$ cat config.mk
export PLATFORM = sky130hd
export DESIGN_NAME = utf8_stream_decoder_flat
export DESIGN_NICKNAME = d
export VERILOG_FILES = /design/src/rtl/u8d_pkg.sv /design/src/rtl/u8d_if.sv /design/src/rtl/utf8_stream_decoder.sv /design/src/flat_wrapper.sv
export SDC_FILE = /design/constraint.sdc
export NUM_CORES = 1
export LEC_CHECK = 0
export BUFFER_PORTS_ARGS = -buffer_cell sky130_fd_sc_hd__buf_2
export CORE_MARGIN = 2
export CORE_UTILIZATION = 55
export DETAILED_ROUTE_END_ITERATION = 10
export PLACE_DENSITY = 0.87
export REMOVE_ABC_BUFFERS = 1
export SETUP_SLACK_MARGIN = 0.5
export SLEW_MARGIN = 20
export SYNTH_ARGS = -nofsm -noshare
export SYNTH_HDL_FRONTEND = slang
export SYNTH_SLANG_ARGS = --single-unit
$ cat constraint.sdc
create_clock -name i_clk -period 3.71 [get_ports i_clk]
set_clock_uncertainty 0.15 [all_clocks]
set_input_delay 0.1855 -clock i_clk [delete_from_list [all_inputs] [get_ports i_clk]]
set_output_delay 0.1855 -clock i_clk [all_outputs]
set_load 0.01 [all_outputs]
$ cat src/rtl/u8d_pkg.sv
// Shared widths, sequence lengths and the result type of the UTF-8 stream decoder.
package u8d_pkg;

    localparam int BYTE_W = 8;
    localparam int CP_W   = 31;
    localparam int LEN_W  = 3;
    localparam int CONT_W = 6;

    // Sequence lengths as they appear on the result and in the length register.
    localparam logic [LEN_W-1:0] LEN_ONE   = 3'd1;
    localparam logic [LEN_W-1:0] LEN_TWO   = 3'd2;
    localparam logic [LEN_W-1:0] LEN_THREE = 3'd3;
    localparam logic [LEN_W-1:0] LEN_FOUR  = 3'd4;
    localparam logic [LEN_W-1:0] LEN_FIVE  = 3'd5;
    localparam logic [LEN_W-1:0] LEN_SIX   = 3'd6;

    typedef struct packed {
        logic [CP_W-1:0]  code_point;
        logic [LEN_W-1:0] seq_length;
        logic             bad_lead;
    } t_result;

endpackage

$ cat src/rtl/u8d_if.sv
// Valid/ready channel interfaces for the byte input and the code point output.
interface u8d_byte_if;
    import u8d_pkg::*;

    logic              valid;
    logic              ready;
    logic [BYTE_W-1:0] in_byte;

    modport source (output valid, output in_byte, input ready);
    modport sink   (input valid, input in_byte, output ready);
endinterface

interface u8d_cp_if;
    import u8d_pkg::*;

    logic             valid;
    logic             ready;
    logic [CP_W-1:0]  code_point;
    logic [LEN_W-1:0] seq_length;
    logic             bad_lead;

    modport source (output valid, output code_point, output seq_length, output bad_lead,
                    input ready);
    modport sink   (input valid, input code_point, input seq_length, input bad_lead,
                    output ready);
endinterface

$ cat src/rtl/utf8_stream_decoder.sv
// The last byte of a sequence is registered in the input register; its result is registered in the output register.
// One byte per cycle while results have room; the input and output registers each hold one transfer.
// A sequence of n bytes gives one result after its n-th byte, so results come at most one a cycle.
// Reset (synchronous, active low) empties both registers and clears the sequence state.
// Bytes that give no result pass through without waiting for the output register.
module utf8_stream_decoder (
    input  logic      i_clk,
    input  logic      i_rst_n,
    u8d_byte_if.sink  i_byte_ch,
    u8d_cp_if.source  o_cp_ch
);
    import u8d_pkg::*;

    // Input register: holds one accepted byte until the decode stage takes it.
    logic              r_in_valid;
    logic [BYTE_W-1:0] r_in_byte;

    // Sequence state: continuation bytes still expected, bits gathered so far
    // and the length of the sequence in progress.
    logic [LEN_W-1:0]  r_bytes_left, n_bytes_left;
    logic [CP_W-1:0]   r_accum,      n_accum;
    logic [LEN_W-1:0]  r_total_len,  n_total_len;

    // Result register.
    logic              r_out_valid;
    t_result           r_out;

    logic              res_hit;
    t_result           n_res;
    logic              out_free;
    logic              advance;
    logic              load_out;

    // The output register can take a new result when it is empty or being drained.
    assign out_free   = !r_out_valid || o_cp_ch.ready;
    // The held byte is consumed when it either gives no result or the result has room.
    assign advance    = r_in_valid && (!res_hit || out_free);
    assign load_out   = advance && res_hit;

    assign i_byte_ch.ready = !r_in_valid || advance;

    // Decode of one byte against the current sequence state.
    always_comb begin
        n_bytes_left = r_bytes_left;
        n_accum      = r_accum;
        n_total_len  = r_total_len;
        res_hit      = 1'b0;
        n_res        = '0;

        if (r_bytes_left != '0) begin
            // Inside a sequence every byte gives its low six bits, checked or not.
            n_accum      = {r_accum[CP_W-CONT_W-1:0], r_in_byte[CONT_W-1:0]};
            n_bytes_left = r_bytes_left - 1'b1;
            if (r_bytes_left == LEN_ONE) begin
                res_hit          = 1'b1;
                n_res.code_point = n_accum;
                n_res.seq_length = r_total_len;
            end
        end else begin
            case (r_in_byte) inside
                8'b0???????, 8'b10??????: begin
                    // ASCII, and a stray continuation byte, stand for themselves.
                    res_hit          = 1'b1;
                    n_res.code_point = CP_W'(r_in_byte);
                    n_res.seq_length = LEN_ONE;
                end
                8'b1111110?: begin
                    n_accum      = CP_W'(r_in_byte[0]);
                    n_total_len  = LEN_SIX;
                    n_bytes_left = LEN_FIVE;
                end
                8'b111110??: begin
                    n_accum      = CP_W'(r_in_byte[1:0]);
                    n_total_len  = LEN_FIVE;
                    n_bytes_left = LEN_FOUR;
                end
                8'b11110???: begin
                    n_accum      = CP_W'(r_in_byte[2:0]);
                    n_total_len  = LEN_FOUR;
                    n_bytes_left = LEN_THREE;
                end
                8'b1110????: begin
                    n_accum      = CP_W'(r_in_byte[3:0]);
                    n_total_len  = LEN_THREE;
                    n_bytes_left = LEN_TWO;
                end
                8'b110?????: begin
                    n_accum      = CP_W'(r_in_byte[4:0]);
                    n_total_len  = LEN_TWO;
                    n_bytes_left = LEN_ONE;
                end
                default: begin
                    // 0xFE and 0xFF: flagged, consumed, and the stream carries on.
                    res_hit          = 1'b1;
                    n_res.seq_length = LEN_ONE;
                    n_res.bad_lead   = 1'b1;
                end
            endcase
        end
    end

    // Input register.
    always_ff @(posedge i_clk) begin
        if (!i_rst_n) begin
            r_in_valid <= 1'b0;
        end else if (i_byte_ch.ready) begin
            r_in_valid <= i_byte_ch.valid;
        end
        if (i_byte_ch.valid && i_byte_ch.ready) begin
            r_in_byte <= i_byte_ch.in_byte;
        end
    end

    // Sequence state moves only when the held byte is consumed.
    always_ff @(posedge i_clk) begin
        if (!i_rst_n) begin
            r_bytes_left <= '0;
            r_accum      <= '0;
            r_total_len  <= '0;
        end else if (advance) begin
            r_bytes_left <= n_bytes_left;
            r_accum      <= n_accum;
            r_total_len  <= n_total_len;
        end
    end

    // Result register.
    always_ff @(posedge i_clk) begin
        if (!i_rst_n) begin
            r_out_valid <= 1'b0;
        end else begin
            r_out_valid <= load_out || (r_out_valid && !o_cp_ch.ready);
        end
        if (load_out) begin
            r_out <= n_res;
        end
    end

    assign o_cp_ch.valid      = r_out_valid;
    assign o_cp_ch.code_point = r_out.code_point;
    assign o_cp_ch.seq_length = r_out.seq_length;
    assign o_cp_ch.bad_lead   = r_out.bad_lead;

`ifndef SYNTHESIS
    // A flagged lead byte always yields a zero, one-byte result.
    a_bad_lead_form: assert property (@(posedge i_clk) disable iff (!i_rst_n)
        r_out_valid && r_out.bad_lead |-> r_out.code_point == '0 && r_out.seq_length == LEN_ONE)
        else $error("bad lead result is not zero with length one");

    // While a sequence is open, fewer bytes remain than its total length.
    a_left_below_total: assert property (@(posedge i_clk) disable iff (!i_rst_n)
        r_bytes_left != '0 |-> r_total_len > r_bytes_left && r_total_len <= LEN_SIX)
        else $error("sequence counters inconsistent");

    // A multi-byte result is loaded only by the last byte of its sequence.
    a_multi_on_last: assert property (@(posedge i_clk) disable iff (!i_rst_n)
        load_out && n_res.seq_length != LEN_ONE |-> r_bytes_left == LEN_ONE)
        else $error("multi-byte result loaded before the sequence ended");

    // A result that is held back stays unchanged until its transfer.
    a_out_holds: assert property (@(posedge i_clk) disable iff (!i_rst_n)
        r_out_valid && !o_cp_ch.ready |=> r_out_valid && $stable(r_out))
        else $error("stalled result changed");

    // Reset empties the output register.
    a_reset_empty: assert property (@(posedge i_clk)
        !i_rst_n |=> !r_out_valid)
        else $error("result valid straight after reset");
`endif

endmodule
$ cat src/flat_wrapper.sv
// flat-port wrapper written by rule: the top's interface ports become plain ports
module utf8_stream_decoder_flat import u8d_pkg::*;
  (i_clk, i_rst_n, i_byte_ch_valid, i_byte_ch_in_byte, i_byte_ch_ready, o_cp_ch_valid, o_cp_ch_code_point, o_cp_ch_seq_length, o_cp_ch_bad_lead, o_cp_ch_ready);
  u8d_byte_if i_byte_ch_i ();
  u8d_cp_if o_cp_ch_i ();
  input  logic i_clk;
  input  logic i_rst_n;
  input wire logic [$bits(i_byte_ch_i.valid)-1:0] i_byte_ch_valid;
  input wire logic [$bits(i_byte_ch_i.in_byte)-1:0] i_byte_ch_in_byte;
  output wire logic [$bits(i_byte_ch_i.ready)-1:0] i_byte_ch_ready;
  output wire logic [$bits(o_cp_ch_i.valid)-1:0] o_cp_ch_valid;
  output wire logic [$bits(o_cp_ch_i.code_point)-1:0] o_cp_ch_code_point;
  output wire logic [$bits(o_cp_ch_i.seq_length)-1:0] o_cp_ch_seq_length;
  output wire logic [$bits(o_cp_ch_i.bad_lead)-1:0] o_cp_ch_bad_lead;
  input wire logic [$bits(o_cp_ch_i.ready)-1:0] o_cp_ch_ready;
  assign i_byte_ch_i.valid = i_byte_ch_valid;
  assign i_byte_ch_i.in_byte = i_byte_ch_in_byte;
  assign i_byte_ch_ready = i_byte_ch_i.ready;
  assign o_cp_ch_valid = o_cp_ch_i.valid;
  assign o_cp_ch_code_point = o_cp_ch_i.code_point;
  assign o_cp_ch_seq_length = o_cp_ch_i.seq_length;
  assign o_cp_ch_bad_lead = o_cp_ch_i.bad_lead;
  assign o_cp_ch_i.ready = o_cp_ch_ready;
  utf8_stream_decoder u_core (.i_clk(i_clk), .i_rst_n(i_rst_n), .i_byte_ch(i_byte_ch_i), .o_cp_ch(o_cp_ch_i));
endmodule
==> results of run 1 <==
==> worst reg2reg max path, cell delays in order (launching register included) <==
cell      delay [ns]
dfxtp_1         0.34
inv_1           0.09
ha_1            0.22
nand2b_1        0.22
a31o_1          0.31
nor2_1          0.14
o21ai_0         0.24
nor2_4          0.77
==> flip-flops by register name, indices dropped and copies added, names as in the netlist <==
register / flops
u_core.r_accum: 25
u_core.o_cp_ch.valid: 1
u_core.r_total_len: 3
u_core.r_bytes_left: 3
u_core.r_in_byte: 8
u_core.r_in_valid: 1
u_core.o_cp_ch.code_point: 31
u_core.o_cp_ch.bad_lead: 1
u_core.o_cp_ch.seq_length: 3
==> per-layer routing <==
| layer | global-route usage, % | vias to the layer above | part of all wire [%] |
|---|---|---|---|
| met2 | 29.2 | 67 | 49 |
| met1 | 20.1 | 855 | 43 |
| met5 | 0 | - | 0 |
| met3 | 3.53 | 16 | 4.9 |
| li1 | - | 912 | - |
| met4 | 10.4 | 0 | 2.6 |
==> cell type report <==
type / instances / area [µm²]
clock inverters: 4 / 23.8
well taps: 70 / 87.6
flip-flops and latches: 76 / 1950
repair buffers: 59 / 345
inverters: 3 / 11.3
fillers: 386 / 1630
clock buffers: 12 / 155
multi-input cells: 130 / 906
==> kinds of logic after synthesis <==
| group | Yosys count |
|---|---|
| multiplexers | 3 |
| adder cells (fa/ha/maj) | 3 |
| AO/OA/AOI/OAI | 48 |
| AND/OR/NAND/NOR | 76 |
| buffers and inverters | 13 |
| flip-flops | 76 |
==> power by group <==
part | leakage (µW) | switching, µW | internal, µW | total, µW
clock network | 0.0000961 | 290 | 277 | 567
registers | 0.000682 | 14.1 | 924 | 938
logic | 0.000579 | 80.1 | 50.1 | 130
==> Yosys cell counts, drive strengths merged, types with 2 or more instances <==
| cell | count | area (µm²) |
|---|---|---|
| o21ai | 4 | 20.0 |
| a21boi | 7 | 56.3 |
| dfxtp | 33 | 661 |
| a21oi | 5 | 25.0 |
| inv | 3 | 11.3 |
| and2 | 26 | 165 |
| nor2 | 6 | 22.5 |
| edfxtp | 43 | 1290 |
| nand2b | 3 | 18.8 |
| nor2b | 11 | 68.8 |
| buf | 4 | 41.3 |
| a22o | 20 | 175 |
| nand3 | 4 | 20.0 |
| clkbuf | 6 | 22.5 |
| mux2i | 3 | 30.0 |
| o21a | 2 | 15.0 |
| nand2 | 18 | 67.6 |
| ha | 3 | 37.5 |
==> metrics by stage <==
stage | cells | hold WS, ns
2_1_floorplan | 209 | 0.134
6_report | 354 | 0.0228
3_5_place_dp | 329 | 0.214
3_3_place_gp | 329 | 0.212
5_1_grt | 354 | 0.0556
4_1_cts | 354 | 0.0191
==> timing repair <==
item / in CTS / in global routing
endpoints found under the setup margin: 0 / 0
hold buffers: 9 / 0
hold endpoints to repair: 9 / 0
==> path summary, 6_finish.rpt <==
| kind | endpoint | from | slack [ns] |
|---|---|---|---|
| hold reg to reg | u_core.r_accum[19] | u_core.r_accum[19] | 0.33 |
| hold / removal | u_core.r_in_valid | o_cp_ch_ready | 0.02 |
| setup reg to reg | u_core.o_cp_ch.code_point[1] | u_core.r_bytes_left[0] | 0.83 |
| setup / recovery | u_core.o_cp_ch.code_point[1] | u_core.r_bytes_left[0] | 0.83 |
==> flow_summary.json, run 1 <==
{
  "tns_ns": 0,
  "die_y_um": 76.9,
  "setup_viol": 0,
  "synth-compound-area-share_pct": 13.5,
  "worstMarginPinSlew_ns": 0.906,
  "mostFrequentLayoutCells": "48 x buf_2, 43 x edfxtp_1, 33 x dfxtp_1",
  "synth_simple_gate_area_share_pct": 14.9,
  "clk_pin_slew_ns": 0.08,
  "hold_path_class": "primary input to flop",
  "slowest_delay_ns": 0.77,
  "num-nets-final": 294,
  "routed_wl_um": 4900,
  "place_ws_ns": 0.848,
  "critPathRequiredTime_ns": 3.53,
  "io_pins": 49,
  "max-cap-violations": 0,
  "hpwlAfterDp_um": 2990,
  "cts_tree": "yes",
  "relSlewSlack_pct": 39.4,
  "grt_pass1_vias": 1679,
  "fin_area_um2": 3480,
  "synth_edf_count": 43,
  "overflow": 0,
  "fin_ws_ns": 0.831,
  "hold_path_depth": 4,
  "place_area_um2": 3210,
  "ir_drop_mv": 0.386,
  "dieWidth_um": 76.9,
  "synthXorXnorAreaFrac_pct": 0,
  "synthFlopType": "edfxtp_1",
  "cp-start-kind": "flop",
  "period_needed_ns": 2.88,
  "path_cells": "inv_1 > ha_1 > nand2b_1 > a31o_1 > nor2_1 > o21ai_0 > nor2_4",
  "n_antenna_cell": 0,
  "ys_async_sr_fraction_pct": 0,
  "p_per_area_nw_per_um2": 470,
  "clock-root-buffer": "clkbuf_8",
  "viasPerCell": 5.23,
  "grt_pass1_wl_um": 7740,
  "cts_made_buffers": 9,
  "p_leak_uw": 0.00136,
  "core_um2": 5110,
  "synth-seq-cells": 76,
  "synth_top_family_by_area": "simple AND/OR/NAND/NOR gates",
  "antenna_found_initial": 0,
  "core.rowCount": 26,
  "portBuffers": 48,
  "r2r_cells": 7,
  "drtAntennaViolNets": 0,
  "h-tree-depth": 3,
  "first_pass_iters": 4,
  "clock_latency_ns": 0.35,
  "routedWlPerCell_um": 13.8,
  "path_max_fanout": 35,
  "outcome": "completed",
  "rsz0062_at_grt": "false",
  "drive_gt1_share_pct": 26.4,
  "syn_inst": 219,
  "start_util_pct": 57.3,
  "end_kind": "flop",
  "final_util_pct": 68.2,
  "fmax_mhz": 347,
  "cts-resized-gates": 0,
  "final_max_slew_viol_count": 0,
  "drtIter0Drc": 144,
  "synth.area.mux_share_pct": 1.03,
  "worstPathArrival_ns": 2.70,
  "ys_types": 39,
  "vias": 1850,
  "grt_max_degree": 36,
  "areaGrowthSynthToFinish_pct": 19.0,
  "crit_slowest_cell": "nor2_4",
  "syn_area_um2": 2930,
  "critical_path_class": "flop to flop",
  "place_congestion": 0.814,
  "critical-path-top-delay-family": "simple AND/OR/NAND/NOR gates",
  "layout_commonest_cell": "buf_2",
  "synth_fa_ha_area_share_pct": 1.28,
  "post-cts-setup-buffers": 0,
  "grtUsageTotal_pct": 17.2,
  "cts_sinks": 76,
  "power_uw": 1640,
  "finalHoldViolCount": 0,
  "path_buf_inv": 1,
  "cp.depth": 7,
  "dieArea_um2": 5920,
  "syn_avg_cell_area_um2": 13.4,
  "synth-warning-count": 0,
  "finalCritPeriodShare_pct": 77.6,
  "drc": 0,
  "seq_area_frac_synth_pct": 66.7,
  "cts_buffer_depth": 2
}
Power figures use the tool's default switching activity.
==> inputs of run 2 (changes only) <==
- clock period: 3.71 -> 2.9 ns (I/O delays scaled with it)
==> run 2 against run 1 <==
  * First-iteration DRC count increased by 40%
  * Non-clock buffer count grew 8
  * Setup slack worse by 0.23 ns
  * Worst hold slack better by 0.30 ns
  * Design area increased by 5.9%
  * Combinational power increased by 45%
  * Sequential power up 28%
  * Total power increased by 52%
  * Sequential share of layout area shrank 3.1 points
  * Critical path type is now flop to output port
  * Critical endpoint is now i_byte_ch_ready
  * Global-route usage grew 0.75 points
  * Cell count is 2.3% higher
==> flow_summary.json, run 2 (synthesized netlist as in run 1, its figures left out) <==
{
  "outcome": "completed",
  "place_area_um2": 3250,
  "grt_pass1_vias": 1767,
  "antenna_found_initial": 0,
  "r2r_end": "u_core.r_in_valid",
  "pwr-share-comb_pct": 7.6,
  "grt_pass1_wl_um": 8090,
  "cp-start-kind": "flop",
  "fin_ws_ns": 0.597,
  "areaGrowthSynthToFinish_pct": 26.0,
  "critical-path-top-delay-family": "simple AND/OR/NAND/NOR gates",
  "cts_sinks": 76,
  "drc": 0,
  "clock-root-buffer": "clkbuf_8",
  "portBuffers": 48,
  "core.rowCount": 26,
  "h-tree-depth": 3,
  "die_y_um": 76.9,
  "dieArea_um2": 5920,
  "hold_path_depth": 1,
  "worstMarginPinSlew_ns": 0.468,
  "critPathRequiredTime_ns": 2.61,
  "finalCritPeriodShare_pct": 79.4,
  "final_max_slew_viol_count": 0,
  "grt_max_degree": 36,
  "overflow": 0,
  "multiInputGateArea_um2": 927,
  "grtUsageTotal_pct": 18.0,
  "pwr-share-seq_pct": 48.3,
  "place_congestion": 0.839,
  "p_sw_uw": 506,
  "fill_cells": 351,
  "min_to": "u_core.r_accum[23]",
  "crit_slowest_cell": "dfxtp_1",
  "ir_drop_mv": 0.496,
  "drtAntennaViolNets": 0,
  "largest_reg_flops": 31,
  "cts_tree": "yes",
  "path_max_fanout": 5,
  "start_util_pct": 57.3,
  "dieWidth_um": 76.9,
  "max-cap-violations": 0,
  "mostFrequentLayoutCells": "48 x buf_2, 43 x edfxtp_1, 33 x dfxtp_1",
  "fin_area_um2": 3680,
  "rr_startpoint": "u_core.r_bytes_left[0]",
  "fmax_mhz": 434,
  "p_sw_share_pct": 20.4,
  "finalHoldViolCount": 0,
  "r2r_cells": 9,
  "relSlewSlack_pct": 68.8,
  "hold_path_startpoint": "u_core.r_accum[23]",
  "p_leak_uw": 0.00144,
  "clock_latency_ns": 0.35,
  "n_antenna_cell": 0,
  "slowest_delay_ns": 0.34,
  "p_per_area_nw_per_um2": 674,
  "drtIter0Drc": 202,
  "viasPerCell": 5.10,
  "intPower_uw": 1980,
  "critical_path_class": "flop to output port",
  "path_cells": "inv_2 > ha_4 > nand2b_1 > a31o_1 > nor2_4 > o21ai_0 > buf_4 > or2_2 > buf_2",
  "worstPathArrival_ns": 2.01,
  "cts_made_buffers": 9,
  "routedWlPerCell_um": 13.5,
  "area.sequential_um2": 1950,
  "drive_gt1_share_pct": 28.8,
  "rrSetupSlack_ns": 0.72,
  "num-nets-final": 302,
  "vias": 1847,
  "period_needed_ns": 2.30,
  "io_pins": 49,
  "first_pass_iters": 4,
  "tns_ns": 0,
  "hpwlAfterDp_um": 3090,
  "clk_pin_slew_ns": 0.08,
  "p_clk_share_pct": 44.1,
  "core_um2": 5110,
  "setup_viol": 0,
  "routed_wl_um": 4880,
  "layout_commonest_cell": "buf_2",
  "path_buf_inv": 3,
  "final_util_pct": 72.1,
  "hold_path_class": "flop to flop",
  "rsz0062_at_grt": "false",
  "cts_buffer_depth": 2,
  "end_kind": "output port",
  "place_ws_ns": 0.756
}
[run 2: cell types whose count changed in the layout (fill, tap and decap cells not counted), sizes merged]
cell         before  now
buf              50   55
bufinv            0    4
clkinv            4    0
dlygate4sd3       9   12
clkbuf           12   11
inv               3    4
[run 2: per-stage QoR]
step           std cells  total power, µW  hold slack (ns)
2_1_floorplan        209             1320           0.0939
3_3_place_gp         332             1390            0.173
3_5_place_dp         332             1390            0.174
4_1_cts              360             2490            0.330
5_1_grt              362             2570            0.355
6_report             362             2480            0.325
[run 2: area by class of cell]
| cell class | instances | share of cell area (%) |
|---|---|---|
| Sequential cell | 76 | 53.0 |
| Multi-Input combinational cell | 130 | 25.2 |
| Clock buffer | 11 | 4.14 |
| Timing Repair Buffer | 67 | 11.5 |
| Tap cell | 70 | 2.38 |
| Inverter | 3 | 0.306 |
| Clock inverter | 5 | 3.50 |
[run 2: what timing repair did]
action / CTS / global route
pin swaps: 0 / 1
hold buffers: 12 / 0
setup endpoints to repair: 1 / 1
endpoints found under the hold margin: 11 / 0
resized for setup: 2 / 5
setup buffers: 0 / 2
[run 2: worst max path at each step]
stage / startpoint / endpoint / slack [ns] / cells after the start
2_1_floorplan: u_core.r_bytes_left[0] / u_core.o_cp_ch.bad_lead / -0.90 / 5
3_5_place_dp: u_core.r_bytes_left[0] / u_core.r_in_byte[1] / 0.76 / 8
5_1_grt: u_core.r_bytes_left[0] / i_byte_ch_ready / 0.51 / 9
6_report: u_core.r_bytes_left[0] / i_byte_ch_ready / 0.60 / 9
4_1_cts: u_core.r_in_byte[7] / i_byte_ch_ready / 0.52 / 7
3_3_place_gp: u_core.r_bytes_left[0] / u_core.r_in_byte[5] / 0.79 / 8
[run 2: per-layer routing]
metal,up-vias,track usage [%],wire (µm)
met5,-,0,0
met4,0,7.09,52
met3,5,7.06,272
met2,65,29.0,2470
met1,851,21.6,2080
li1,926,-,-
[run 2: power groups by stage]
| stage | sequential (µW) | combinational, µW | clock [µW] |
|---|---|---|---|
| final | 1200 | 189 | 1090 |
| after global routing | 1200 | 207 | 1160 |
| after CTS | 1200 | 182 | 1110 |
| after detailed placement | 1220 | 166 | 0 |
| after global placement | 1220 | 164 | 0 |
| after floorplan | 1240 | 85.8 | 0 |
==> inputs of run 3 (changes only) <==
- clock period: 2.9 -> 2.3 ns (I/O delays scaled with it)
==> run 3 against run 2 <==
  * Global-route usage up 2.7 points
  * Combinational power increased by 93%
  * Highest routed layer unchanged
  * Largest cell class unchanged
  * Register-to-register slack worse by 0.57 ns
  * Flip-flop and latch count unchanged
  * Total power is 23% higher
  * Core utilization increased by 6.9 points
  * Via count increased by 15%
  * Sequential power increased by 26%
  * Non-clock buffer count grew 28
==> flow_summary.json, run 3 (synthesized netlist as in run 1, its figures left out) <==
{
  "drc": 0,
  "fmax_mhz": 462,
  "critPathRequiredTime_ns": 2.04,
  "antenna_found_initial": 0,
  "h-tree-depth": 3,
  "instances_no_fill": 393,
  "hpwlAfterDp_um": 3210,
  "dieWidth_um": 76.9,
  "drtIter0Drc": 171,
  "rr_startpoint": "u_core.r_bytes_left[1]",
  "worstMarginPinSlew_ns": 0.378,
  "portBuffers": 48,
  "drtAntennaViolNets": 0,
  "layout_commonest_cell": "buf_2",
  "hold_path_class": "flop to flop",
  "dieArea_um2": 5920,
  "area.sequential_um2": 1950,
  "drive_gt1_share_pct": 41.8,
  "grt_max_degree": 36,
  "core.rowCount": 26,
  "multiInputGateArea_um2": 1060,
  "vias": 2127,
  "period_needed_ns": 2.16,
  "worstPathArrival_ns": 1.90,
  "startpoint": "u_core.r_bytes_left[1]",
  "place_ws_ns": 0.158,
  "cts_buffer_depth": 2,
  "setup_viol": 0,
  "place_area_um2": 3260,
  "r2r_end": "u_core.r_bytes_left[1]",
  "largest_reg_flops": 31,
  "p_per_area_nw_per_um2": 754,
  "cts_sinks": 76,
  "cts_tree": "yes",
  "grt_pass1_vias": 1950,
  "clock_latency_ns": 0.35,
  "routed_wl_um": 6550,
  "routedWlPerCell_um": 16.7,
  "fin_area_um2": 4040,
  "core_um2": 5110,
  "place_congestion": 0.846,
  "relSlewSlack_pct": 74.8,
  "num-nets-final": 333,
  "crit_end": "i_byte_ch_ready",
  "grtUsageTotal_pct": 20.6,
  "grt_pass1_wl_um": 9300,
  "finalHoldViolCount": 0,
  "r2r_cells": 10,
  "overflow": 0,
  "ir_drop_mv": 0.619,
  "start_util_pct": 57.3,
  "mostFrequentLayoutCells": "47 x buf_2, 43 x edfxtp_1, 31 x dfxtp_1",
  "io_pins": 49,
  "first_pass_iters": 4,
  "tns_ns": 0,
  "fin_ws_ns": 0.137,
  "dp_cells": 334,
  "path_max_fanout": 4,
  "max-cap-violations": 0,
  "power_uw": 3040,
  "rrSetupSlack_ns": 0.15,
  "n_antenna_cell": 0,
  "clock-root-buffer": "clkbuf_8",
  "viasPerCell": 5.41,
  "areaGrowthSynthToFinish_pct": 38.0,
  "fill_cells": 305,
  "critical_path_class": "flop to output port",
  "clk_pin_slew_ns": 0.08,
  "cp-start-kind": "flop",
  "end_kind": "output port",
  "final_max_slew_viol_count": 0,
  "rsz0062_at_grt": "true",
  "cts_made_buffers": 9,
  "p_leak_uw": 0.00161,
  "die_y_um": 76.9,
  "finalCritPeriodShare_pct": 94.1,
  "outcome": "completed"
}
==> run 3: cell count changes in the layout (fill, tap and decap cells not counted), sizes merged <==
cell / before / now
buf: 55 / 84
clkinv: 0 / 1
and2: 26 / 29
dlygate4sd3: 12 / 11
inv: 4 / 3
clkbuf: 11 / 14
bufinv: 4 / 1
==> run 3: stage by stage <==
stage          hold slack (ns)  utilization (%)
2_1_floorplan           0.0639                -
3_3_place_gp             0.143             63.9
3_5_place_dp             0.143             63.9
4_1_cts                  0.318             73.9
5_1_grt                  0.317             79.0
6_report                 0.318             79.0
==> run 3: how the worst min path moves through the flow <==
stage                         startpoint                   to  depth (start not counted)
floorplan           i_byte_ch_in_byte[0]  u_core.r_in_byte[0]                          0
global placement    i_byte_ch_in_byte[6]  u_core.r_in_byte[6]                          1
detailed placement  i_byte_ch_in_byte[6]  u_core.r_in_byte[6]                          1
CTS                 i_byte_ch_in_byte[1]  u_core.r_in_byte[1]                          2
global route        i_byte_ch_in_byte[6]  u_core.r_in_byte[6]                          2
finish                 u_core.r_accum[0]    u_core.r_accum[0]                          2
==> run 3: final cells by class <==
class | instances | area share (%)
inverters | 3 | 0.341
repair buffers | 95 | 16.9
clock buffers | 14 | 5.08
clock inverters | 2 | 0.868
multi-input cells | 133 | 26.3
flip-flops and latches | 76 | 48.4
well taps | 70 | 2.17
==> run 3: where the power goes <==
| part | total (µW) | switching (µW) | internal, µW |
|---|---|---|---|
| combinational | 365 | 188 | 177 |
| clock | 1160 | 471 | 691 |
| sequential | 1510 | 23.7 | 1490 |
| total | 3040 | 684 | 2360 |
==> run 3: metal layers <==
metal / vias to the layer above / GRT usage (%) / wire length, µm
li1: 998 / - / -
met1: 1006 / 23.1 / 2380
met2: 95 / 35.4 / 3570
met3: 28 / 5.18 / 363
met4: 0 / 12.0 / 232
met5: - / 0 / 0
==> run 3: worst max-delay path, stage by stage, from the launching register on <==
cell and delay [ns]:
dfxtp_2 0.34, inv_4 0.07, buf_6 0.11, ha_4 0.12
nor3b_4 0.31, o21ai_1 0.12, buf_4 0.15, or2_4 0.22
buf_6 0.12
==> run 3: timing repair <==
item / 4_1_cts / 5_1_grt
resized for setup: 18 / 35
cloned: 3 / 0
pin swaps: 4 / 31
hold endpoints to repair: 10 / 0
hold buffers: 11 / 0
setup endpoints to repair: 81 / 77
buffers inserted: 12 / 17
